<file path="config.mk">
export PLATFORM = sky130hd
export DESIGN_NAME = escape_table_rle_decoder_unit
export DESIGN_NICKNAME = d
export VERILOG_FILES = /design/src/rtl/etrd_pkg.sv /design/src/rtl/etrd_match.sv /design/src/rtl/etrd_core.sv /design/src/rtl/escape_table_rle_decoder_unit.sv
export SDC_FILE = /design/constraint.sdc
export NUM_CORES = 1
export LEC_CHECK = 0
export ABC_AREA = 0
export ABC_CLOCK_PERIOD_IN_PS = 5720
export BUFFER_PORTS_ARGS = -buffer_cell sky130_fd_sc_hd__buf_2
export CORE_ASPECT_RATIO = 1.4
export CORE_MARGIN = 1.5
export CORE_UTILIZATION = 56
export DETAILED_ROUTE_END_ITERATION = 12
export GPL_TIMING_DRIVEN = 0
export PLACE_DENSITY_LB_ADDON = 0.2
export SLEW_MARGIN = 25
export SYNTH_ARGS = -nofsm -noshare
export SYNTH_HDL_FRONTEND = slang
export SYNTH_HIERARCHICAL = 1
export SYNTH_SLANG_ARGS = --single-unit
</file>
<file path="constraint.sdc">
create_clock -name clock -period 5.72 [get_ports clock]
set_input_delay 0 -clock clock [delete_from_list [all_inputs] [get_ports clock]]
set_output_delay 0 -clock clock [all_outputs]
set_load 0.01 [all_outputs]
</file>
<file path="src/rtl/etrd_pkg.sv">
`default_nettype none
package etrd_pkg;

   localparam int SLOT_BITS  = 4;
   localparam int BYTE_BITS  = 8;
   localparam int COUNT_BITS = 16;
   localparam int CSR_BITS   = 64;
   localparam int DECL_BITS  = 24;

   localparam logic [1:0] CSR_SLOTS_LOW  = 2'd0;
   localparam logic [1:0] CSR_SLOTS_HIGH = 2'd1;
   localparam logic [1:0] CSR_ESC_COUNT  = 2'd2;
   localparam logic [1:0] CSR_DECL_LEN   = 2'd3;

   localparam logic [1:0] STATUS_OK       = 2'd0;
   localparam logic [1:0] STATUS_OVERFLOW = 2'd1;
   localparam logic [1:0] STATUS_TRUNC    = 2'd2;
   localparam logic [1:0] STATUS_MISMATCH = 2'd3;

   typedef struct packed {
      logic                 hit;
      logic [SLOT_BITS-1:0] slot;
   } match_type;

   typedef struct packed {
      logic                  emit;
      logic                  run_valid;
      logic [BYTE_BITS-1:0]  run_value;
      logic [COUNT_BITS-1:0] run_count;
      logic                  finished;
      logic [1:0]            status;
   } result_type;

endpackage
`default_nettype wire

</file>
<file path="src/rtl/etrd_match.sv">
`default_nettype none
module etrd_match #(
   parameter int MAX_ESCAPES = 16
) (
   input  wire logic [7:0]                    body_byte,
   input  wire logic [MAX_ESCAPES-1:0][7:0]   escape_slots,
   input  wire logic [4:0]                    escape_count,
   output etrd_pkg::match_type                match
);
   import etrd_pkg::*;

   always_comb begin
      match = '0;
      for (int i = 0; i < MAX_ESCAPES; i++) begin
         if ((5'(i) < escape_count) && (escape_slots[i] == body_byte)) begin
            match.hit  = 1'b1;
            match.slot = SLOT_BITS'(i);
         end
      end
   end

endmodule
`default_nettype wire

</file>
<file path="src/rtl/etrd_core.sv">
`default_nettype none
module etrd_core #(
   parameter int LENGTH_BITS = 24
) (
   input  wire logic                   clock,
   input  wire logic                   reset,
   input  wire logic                   step,
   input  wire logic [7:0]             body_byte,
   input  wire logic                   is_last,
   input  etrd_pkg::match_type         match,
   input  wire logic [LENGTH_BITS-1:0] declared_length,
   output etrd_pkg::result_type        result
);
   import etrd_pkg::*;

   localparam logic [2:0] PH_IDLE     = 3'd0;
   localparam logic [2:0] PH_CNT8     = 3'd1;
   localparam logic [2:0] PH_CNT16_LO = 3'd2;
   localparam logic [2:0] PH_CNT16_HI = 3'd3;
   localparam logic [2:0] PH_VALUE    = 3'd4;
   localparam logic [2:0] PH_HALT     = 3'd5;

   localparam int SUM_W = ((LENGTH_BITS > COUNT_BITS) ? LENGTH_BITS : COUNT_BITS) + 1;

   localparam logic [SLOT_BITS-1:0] SLOT_CNT8  = SLOT_BITS'(0);
   localparam logic [SLOT_BITS-1:0] SLOT_CNT16 = SLOT_BITS'(2);

   logic [2:0]             phase_ff, phase_in;
   logic [7:0]             low_byte_ff, low_byte_in;
   logic [COUNT_BITS-1:0]  pending_ff, pending_in;
   logic [LENGTH_BITS-1:0] produced_ff, produced_in;
   logic [1:0]             error_ff, error_in;

   logic [SUM_W-1:0] run_end;
   logic             overflow;

   assign run_end  = SUM_W'(produced_ff) + SUM_W'(pending_ff);
   assign overflow = (produced_ff >= declared_length) ? (pending_ff != '0)
                                                      : (run_end > SUM_W'(declared_length));

   always_comb begin
      phase_in    = phase_ff;
      low_byte_in = low_byte_ff;
      pending_in  = pending_ff;
      produced_in = produced_ff;
      error_in    = error_ff;
      result      = '0;

      case (phase_ff)
         PH_IDLE: begin
            if (produced_ff < declared_length) begin
               if (!match.hit) begin
                  result.run_valid = 1'b1;
                  result.run_value = body_byte;
                  result.run_count = COUNT_BITS'(1);
                  produced_in      = produced_ff + LENGTH_BITS'(1);
               end else if (match.slot == SLOT_CNT8) begin
                  phase_in = PH_CNT8;
               end else if (match.slot == SLOT_CNT16) begin
                  phase_in = PH_CNT16_LO;
               end else begin
                  pending_in = COUNT_BITS'(match.slot);
                  phase_in   = PH_VALUE;
               end
            end
         end
         PH_CNT8: begin
            pending_in = COUNT_BITS'(body_byte);
            phase_in   = PH_VALUE;
         end
         PH_CNT16_LO: begin
            low_byte_in = body_byte;
            phase_in    = PH_CNT16_HI;
         end
         PH_CNT16_HI: begin
            pending_in = {body_byte, low_byte_ff};
            phase_in   = PH_VALUE;
         end
         PH_VALUE: begin
            phase_in = PH_IDLE;
            if (overflow) begin
               error_in    = STATUS_OVERFLOW;
               phase_in    = PH_HALT;
               result.emit = 1'b1;
            end else if (pending_ff != '0) begin
               result.run_valid = 1'b1;
               result.run_value = body_byte;
               result.run_count = pending_ff;
               produced_in      = LENGTH_BITS'(run_end);
            end
         end
         default: begin
         end
      endcase

      if (result.run_valid) begin
         result.emit = 1'b1;
      end

      if (is_last) begin
         if (error_in == STATUS_OK) begin
            if (phase_in != PH_IDLE) begin
               error_in = STATUS_TRUNC;
            end else if (produced_in != declared_length) begin
               error_in = STATUS_MISMATCH;
            end
         end
         result.emit     = 1'b1;
         result.finished = 1'b1;
      end

      result.status = error_in;

      if (is_last) begin
         phase_in    = PH_IDLE;
         low_byte_in = '0;
         pending_in  = '0;
         produced_in = '0;
         error_in    = STATUS_OK;
      end
   end

   always_ff @(posedge clock) begin
      if (reset) begin
         phase_ff    <= PH_IDLE;
         low_byte_ff <= '0;
         pending_ff  <= '0;
         produced_ff <= '0;
         error_ff    <= STATUS_OK;
      end else if (step) begin
         phase_ff    <= phase_in;
         low_byte_ff <= low_byte_in;
         pending_ff  <= pending_in;
         produced_ff <= produced_in;
         error_ff    <= error_in;
      end
   end

endmodule
`default_nettype wire

</file>
<file path="src/rtl/escape_table_rle_decoder_unit.sv">
// Escape-table run-length decoder, single-byte pass.
// req_*: one body byte per transfer, req_tlast marks the last byte of a body.
// rsp_*: zero or one result per byte: a (value, count) run, an error report,
//   and always a tlast result for the last byte carrying the body status.
// csr_*: write-only registers (escape slots low/high, escape count, declared
//   length); user writes them only while no byte is in flight (not enforced).
// Timing: a byte is registered at the input at its transfer, decoded against
//   the escape table and the body state from the input register, and its
//   result, if any, is registered in the output register that drives
//   rsp_tvalid when the byte advances.
// Throughput: one byte per cycle while the output is not stalled; the escape
//   table is a parallel compare, and the body state updates with the decode.
// Stall: while rsp_tvalid is held by a low rsp_tready, decode stops; one more
//   byte is held in the input register, after which req_tready drops.
//   Bytes that give no result never occupy the output register.
// Reset: registers return to slots 0, escape count 1, declared length 0; the
//   body state returns to expecting a literal or an escape.
`default_nettype none
module escape_table_rle_decoder_unit #(
   parameter int MAX_ESCAPES = 16,
   parameter int LENGTH_BITS = 24
) (
   input  wire logic        clock,
   input  wire logic        reset,
   input  wire logic        req_tvalid,
   output      logic        req_tready,
   input  wire logic [7:0]  req_tdata,   // body_byte
   input  wire logic        req_tlast,   // is_last
   output      logic        rsp_tvalid,
   input  wire logic        rsp_tready,
   output      logic [23:0] rsp_tdata,   // run_value[7:0], run_count[23:8]
   output      logic [2:0]  rsp_tuser,   // run_valid[0], status[2:1]
   output      logic        rsp_tlast,   // finished
   input  wire logic        csr_we,
   input  wire logic [1:0]  csr_index,
   input  wire logic [63:0] csr_wdata
);
   import etrd_pkg::*;

   localparam int LOW_SLOTS = (MAX_ESCAPES < 8) ? MAX_ESCAPES : 8;
   localparam int DECL_W    = (LENGTH_BITS < DECL_BITS) ? LENGTH_BITS : DECL_BITS;

   logic [MAX_ESCAPES-1:0][7:0] slots_ff;
   logic [4:0]                  esc_count_ff;
   logic [LENGTH_BITS-1:0]      decl_ff;

   logic       in_valid_ff;
   logic [7:0] in_byte_ff;
   logic       in_last_ff;
   logic       advance;

   match_type  match;
   result_type result;

   logic        out_valid_ff;
   logic [23:0] out_data_ff;
   logic [2:0]  out_user_ff;
   logic        out_last_ff;

   always_ff @(posedge clock) begin
      if (reset) begin
         slots_ff     <= '0;
         esc_count_ff <= 5'd1;
         decl_ff      <= '0;
      end else if (csr_we) begin
         case (csr_index)
            CSR_SLOTS_LOW: begin
               for (int i = 0; i < LOW_SLOTS; i++) begin
                  slots_ff[i] <= csr_wdata[i*8 +: 8];
               end
            end
            CSR_SLOTS_HIGH: begin
               for (int i = 8; i < MAX_ESCAPES; i++) begin
                  slots_ff[i] <= csr_wdata[(i-8)*8 +: 8];
               end
            end
            CSR_ESC_COUNT: esc_count_ff <= csr_wdata[4:0];
            CSR_DECL_LEN:  decl_ff      <= LENGTH_BITS'(csr_wdata[DECL_W-1:0]);
            default: begin
            end
         endcase
      end
   end

   assign advance    = in_valid_ff && (!out_valid_ff || rsp_tready);
   assign req_tready = !in_valid_ff || advance;

   always_ff @(posedge clock) begin
      if (reset) begin
         in_valid_ff <= 1'b0;
      end else if (req_tready) begin
         in_valid_ff <= req_tvalid;
      end
   end

   always_ff @(posedge clock) begin
      if (req_tready && req_tvalid) begin
         in_byte_ff <= req_tdata;
         in_last_ff <= req_tlast;
      end
   end

   etrd_match #(
      .MAX_ESCAPES (MAX_ESCAPES)
   ) u_match (
      .body_byte    (in_byte_ff),
      .escape_slots (slots_ff),
      .escape_count (esc_count_ff),
      .match        (match)
   );

   etrd_core #(
      .LENGTH_BITS (LENGTH_BITS)
   ) u_core (
      .clock           (clock),
      .reset           (reset),
      .step            (advance),
      .body_byte       (in_byte_ff),
      .is_last         (in_last_ff),
      .match           (match),
      .declared_length (decl_ff),
      .result          (result)
   );

   always_ff @(posedge clock) begin
      if (reset) begin
         out_valid_ff <= 1'b0;
      end else if (advance) begin
         out_valid_ff <= result.emit;
      end else if (rsp_tready) begin
         out_valid_ff <= 1'b0;
      end
   end

   always_ff @(posedge clock) begin
      if (advance && result.emit) begin
         out_data_ff <= {result.run_count, result.run_value};
         out_user_ff <= {result.status, result.run_valid};
         out_last_ff <= result.finished;
      end
   end

   assign rsp_tvalid = out_valid_ff;
   assign rsp_tdata  = out_data_ff;
   assign rsp_tuser  = out_user_ff;
   assign rsp_tlast  = out_last_ff;

   a_run_nonzero: assert property (@(posedge clock) disable iff (reset)
      rsp_tvalid && rsp_tuser[0] |-> rsp_tdata[23:8] != 16'd0)
      else $error("run result with zero count");

   a_error_no_run: assert property (@(posedge clock) disable iff (reset)
      rsp_tvalid && (rsp_tuser[2:1] == STATUS_OVERFLOW || rsp_tuser[2:1] == STATUS_TRUNC)
      |-> !rsp_tuser[0])
      else $error("run reported together with overflow or truncation");

   a_midbody_status: assert property (@(posedge clock) disable iff (reset)
      rsp_tvalid && !rsp_tlast |-> rsp_tuser[2:1] == STATUS_OK
                                  || rsp_tuser[2:1] == STATUS_OVERFLOW)
      else $error("end-of-body status before the last byte");

   a_input_hold: assert property (@(posedge clock) disable iff (reset)
      in_valid_ff && !advance |=> in_valid_ff && $stable(in_byte_ff) && $stable(in_last_ff))
      else $error("held input byte lost or changed");

endmodule
`default_nettype wire
</file>
Word-level counts from Yosys, hierarchy flattened
Cells that the tools add are included.
- register bits after elaboration: 249
- output and inout bits: 30
- add/subtract/negate cells: 2
- magnitude comparators: 19
- equality and inequality tests: 29
- muxes and demuxes: 57
- reductions and logical operators: 39
- operator list (cell ; count):
    equality test 8 bit ; 16
    two-way mux 24 bit ; 5
    two-way mux 25 bit ; 4
    two-way mux 16 bit ; 5
    two-way mux 5 bit ; 16
    case mux 25 bit (2 select lines) ; 1
    case mux 16 bit (3 select lines) ; 1
    case mux 24 bit (2 select lines) ; 1
    < comparator 4 x 5 -> 1 bit, first input constant ; 8
    adder 24 x 16 -> 25 bit ; 1
    > comparator 25 x 24 -> 1 bit ; 1
    adder 24 x 1 -> 24 bit, second input constant ; 1
    >= comparator 24 bit ; 1
    < comparator 24 bit ; 1
    inequality test 24 bit ; 1
    < comparator 3 x 5 -> 1 bit, first input constant ; 4
    logical AND 1 bit ; 19
    two-way mux 3 bit ; 6
    two-way mux 8 bit ; 2
    nonzero test 16 bit ; 1
    two-way mux 2 bit ; 7
    case mux 3 bit (4 select lines) ; 1
    < comparator 1 x 5 -> 1 bit, first input constant ; 2
    < comparator 2 x 5 -> 1 bit, first input constant ; 2
    other kinds (20) ; 39

Depth between registers and ports, before layout
- depth after elaboration: 29
- depth in mapped cells: 24
- depth with buffers taken out: 22

Modules after synthesis
Netlist, hierarchy kept.
- modules (own cells, without submodules) (module ; instances ; cells each ; area an instance (sq um) ; sequential area each (sq um)):
    escape_table_rle_decoder_unit ; 1 ; 632 ; 7549.7 ; 4294.1
    etrd_core ; 1 ; 948 ; 6705.2 ; 1061.0
    etrd_match ; 1 ; 249 ; 1958.1 ; 0.0

Least setup slack after synthesis
No wires, ideal clock.
- path type: register to register
- start point: register u_core.produced_ff[1]
- end point: register out_data_ff[0], in the netlist rsp_tdata[0], enable pin
- arrival time: 5.134 ns
- required time: 5.304 ns
- path slack: 0.170 ns
- stages on the path, launching flop included: 19
- clock period less this slack: 5.550 ns
- path through: dfxtp_1 inv_1 fa_1 nor2b_1 o2111ai_1 a2111oi_4 nor3_1 nor2_1 xor2_1 ha_1 a21oi_1 o21ai_1 a221o_1 nand2b_1 o211a_1 o22ai_1 or3_1 nand2_1 nor2b_1
- RTL lines (item ; RTL line ; source):
    start: declaration ; etrd_core.sv:31 ; logic [LENGTH_BITS-1:0] produced_ff, produced_in;
    start signal: assignment ; etrd_core.sv:134 ; produced_ff <= produced_in;
    end signal: assignment ; escape_table_rle_decoder_unit.sv:137 ; out_data_ff <= {result.run_count, result.run_value};
    end: declaration ; escape_table_rle_decoder_unit.sv:56 ; logic [23:0] out_data_ff;

==> results.sh <==
export IMPL_track_usage_pct=41.7
export IMPL_clk_pin_slew_worst_paths_ns=0.07
export IMPL_synthArstFlopShare_pct=0
export IMPL_power_leakage_nw=7.95
export IMPL_power_mw=4.28
export IMPL_grt_max_degree=28
export IMPL_drt_initial_drc_count=1302
export IMPL_critPathLaunch="esc_count_ff[2]$_SDFFE_PP0P_"
export IMPL_totalWireLength_um=63800
export IMPL_yosysUniqueCellTypes=89
export IMPL_design_area_um2=19800
export IMPL_fin_skew_ns=0.0173
export IMPL_fmax_mhz=170
export IMPL_hold_class="in -> reg"
export IMPL_layout_drive_gt1_share_pct=16.6
export IMPL_maxSlewHeadroom_pct=36.2
export IMPL_io_buffer_count=108
export IMPL_synth_area_um2=16200
export IMPL_critPathMaxFanout=10
export IMPL_fin_ws_ns=-0.149
export IMPL_firstDrtPassIters=6
export IMPL_grt_use_met1_pct=43.5
export IMPL_synth_net_count=1975
export IMPL_wire_per_inst_um=25.7
export IMPL_io_pins=110
export IMPL_cts_inserted_buffers=24
export IMPL_rsz0062_at_grt="true"
export IMPL_ir_worst_vdd_mv=0.279
export IMPL_seq_area_um2=5380
export IMPL_root_buffer="clkbuf_16"
export IMPL_clk_latency_ns=0.55
export IMPL_hp_start="reset"
export IMPL_multiInputGateArea_um2=10700
export IMPL_hpwl_um=46400
export IMPL_syn_area_per_cell_um2=8.86
export IMPL_r2r_slack_ns=-0.15
export IMPL_postRouteAntennaNets=0
export IMPL_cp_start_kind="flop"
export IMPL_worst_slew_pin_slew_ns=0.949
export IMPL_die_w_um=147
export IMPL_cts_tree="yes"
export IMPL_grt_use_met2_pct=73.2
export IMPL_period_minus_slack_ns=5.87
export IMPL_start_util_pct=57.1
export IMPL_dp_slack_ns=-1.97
export IMPL_coreArea_um2=28400
export IMPL_final_util_pct=69.8
export IMPL_clockBufferDepth=3
export IMPL_drcViolationCount=0
export IMPL_status="finished, violations left"
export IMPL_crit_type="reg -> reg"
export IMPL_synth_seq_cells=249
export IMPL_grt_overflow_total=0
export IMPL_use_met3_pct=5.94
export IMPL_ys_seq_area_share_pct=33.0
export IMPL_routed_via_density=6.30
export IMPL_synth_warning_count=6
export IMPL_setup_viol=2
export IMPL_synth_edff_count=37
export IMPL_num_antenna_cells=0
export IMPL_cts_sinks=249
export IMPL_synth_ff_type="dfxtp_1"
export IMPL_dp_cells=2313
export IMPL_fillCellCount=2138
export IMPL_crit_arrival_ns=6.14
export IMPL_gp_congestion=1.03
export IMPL_antenna_found_initial=1
export IMPL_netlist_instances=1829
export IMPL_min_period_over_period_pct=103
export IMPL_final_cell_mix="nand2b_1 (228), dfxtp_1 (202), mux2i_1 (173)"
export IMPL_finalNonFillerCells=2479
export IMPL_rows=73
export IMPL_required_ns=5.99
export IMPL_htreeDepth=1
export IMPL_endpoint_kind="flop"
export IMPL_area_delta_synth_final_pct=22.4
export IMPL_drv_slew=0
export IMPL_final_nets=2234
export IMPL_grt_first_pass_wirelength_um=94000
export IMPL_violations="setup timing"
export IMPL_grt_pass1_vias=16000
export IMPL_final_common_cell="nand2b_1"
export IMPL_busiest_layer="met2"
export IMPL_power_density_nw_per_um2=216
export IMPL_die_y_um=204
export IMPL_drv_cap=0
export IMPL_r2r_start="esc_count_ff[2]$_SDFFE_PP0P_"
export IMPL_via_count=15600
export IMPL_hold_viol_final=0
export IMPL_setup_tns_ns=-0.295
export IMPL_dieArea_um2=30000
export IMPL_placed_area_um2=17300
export IMPL_hold_slack_ns=0.0339
-- registers in the layout, indices dropped and copies added (netlist names) --
register and count:
rsp_tvalid 1, in_byte_ff 8, u_core/produced_ff 24, u_core/phase_ff 3, u_core/low_byte_ff 8, in_last_ff 1, u_core/error_ff 2, u_core/pending_ff 16
rsp_tlast 1, rsp_tdata 24, rsp_tuser 3, decl_ff 24, esc_count_ff 5, slots_ff 128, in_valid_ff 1
-- cells in the mapped netlist, drive strengths merged (32+ instances only) --
| library cell | n | area (µm²) |
|---|---|---|
| inv | 51 | 191 |
| a21oi | 109 | 553 |
| dfxtp | 212 | 4240 |
| nor4 | 33 | 225 |
| nand4 | 49 | 319 |
| xor2 | 55 | 482 |
| clkbuf | 71 | 268 |
| buf | 42 | 350 |
| nor2 | 110 | 415 |
| nand3 | 45 | 225 |
| mux2i | 173 | 1730 |
| xnor2 | 113 | 990 |
| nand2 | 83 | 312 |
| edfxtp | 37 | 1110 |
| o21ai | 32 | 160 |
| ha | 65 | 813 |
| nand2b | 229 | 1430 |
| nor3 | 46 | 230 |
-- report_power, final --
group          switching [mW]  internal, mW  leakage (nW)
Combinational           0.459         0.334          5.50
Clock                   0.717         0.883         0.369
Sequential             0.0467          1.84          2.08
Total                    1.22          3.06          7.95
-- final timing paths --
| check | endpoint | cells past startpoint |
|---|---|---|
| min | u_core/error_ff[0]$_SDFFE_PP0P_ | 2 |
| min reg2reg | decl_ff[2]$_SDFFE_PP0P_ | 2 |
| max | rsp_tuser[2]$_DFFE_PP_ | 19 |
| max reg2reg | rsp_tuser[2]$_DFFE_PP_ | 19 |
-- critical path, cell delays in order (launching register included) --
cell and delay (ns):
dfxtp_1 0.32, clkbuf_1 0.22, a21o_1 0.21, a21oi_1 0.31, or3_1 0.33, and2_1 0.21, nand4_2 0.19, or4_4 0.65
inv_1 0.25, nand2b_1 0.14, o32ai_4 0.26, nand3_2 0.30, nor2_4 0.34, nand3_1 0.32, a21oi_4 0.30, o221ai_1 0.13
or4_4 0.57, nor4_4 0.26, buf_4 0.20, a21oi_2 0.07
-- layer usage --
metal	up-vias	part of all wire [%]
met4	0	9.9
li1	7054	-
met1	7399	35
met5	-	0
met2	860	49
met3	317	6.2
-- area by class of cell --
class | count | share of cell area (%)
clock inverters | 9 | 0.385
multi-input cells | 1415 | 53.8
plain buffers | 112 | 3.27
well taps | 375 | 2.36
clock buffers | 33 | 3.46
inverters | 52 | 1.00
repair buffers | 234 | 8.61
flip-flops and latches | 249 | 27.1
-- logic make-up after synthesis --
family	share of synthesized area (%)
DFF	33.0
xor gates and xnor gates	9.08
muxes	10.7
and+or+nand+nor	24.4
AOI/OAI and AO/OA	12.7
buffers and inverters	5.02
adders and majority gates	5.14
-- what timing repair did --
item | 4_1_cts | 5_1_grt
setup buffers | 19 | 27
cloned | 0 | 0
endpoints found under the setup margin | 83 | 2
pin swaps | 27 | 35
hold buffers | 79 | 0
endpoints found under the hold margin | 168 | 0
gates resized for setup | 95 | 53
Power figures use the tool's default switching activity.
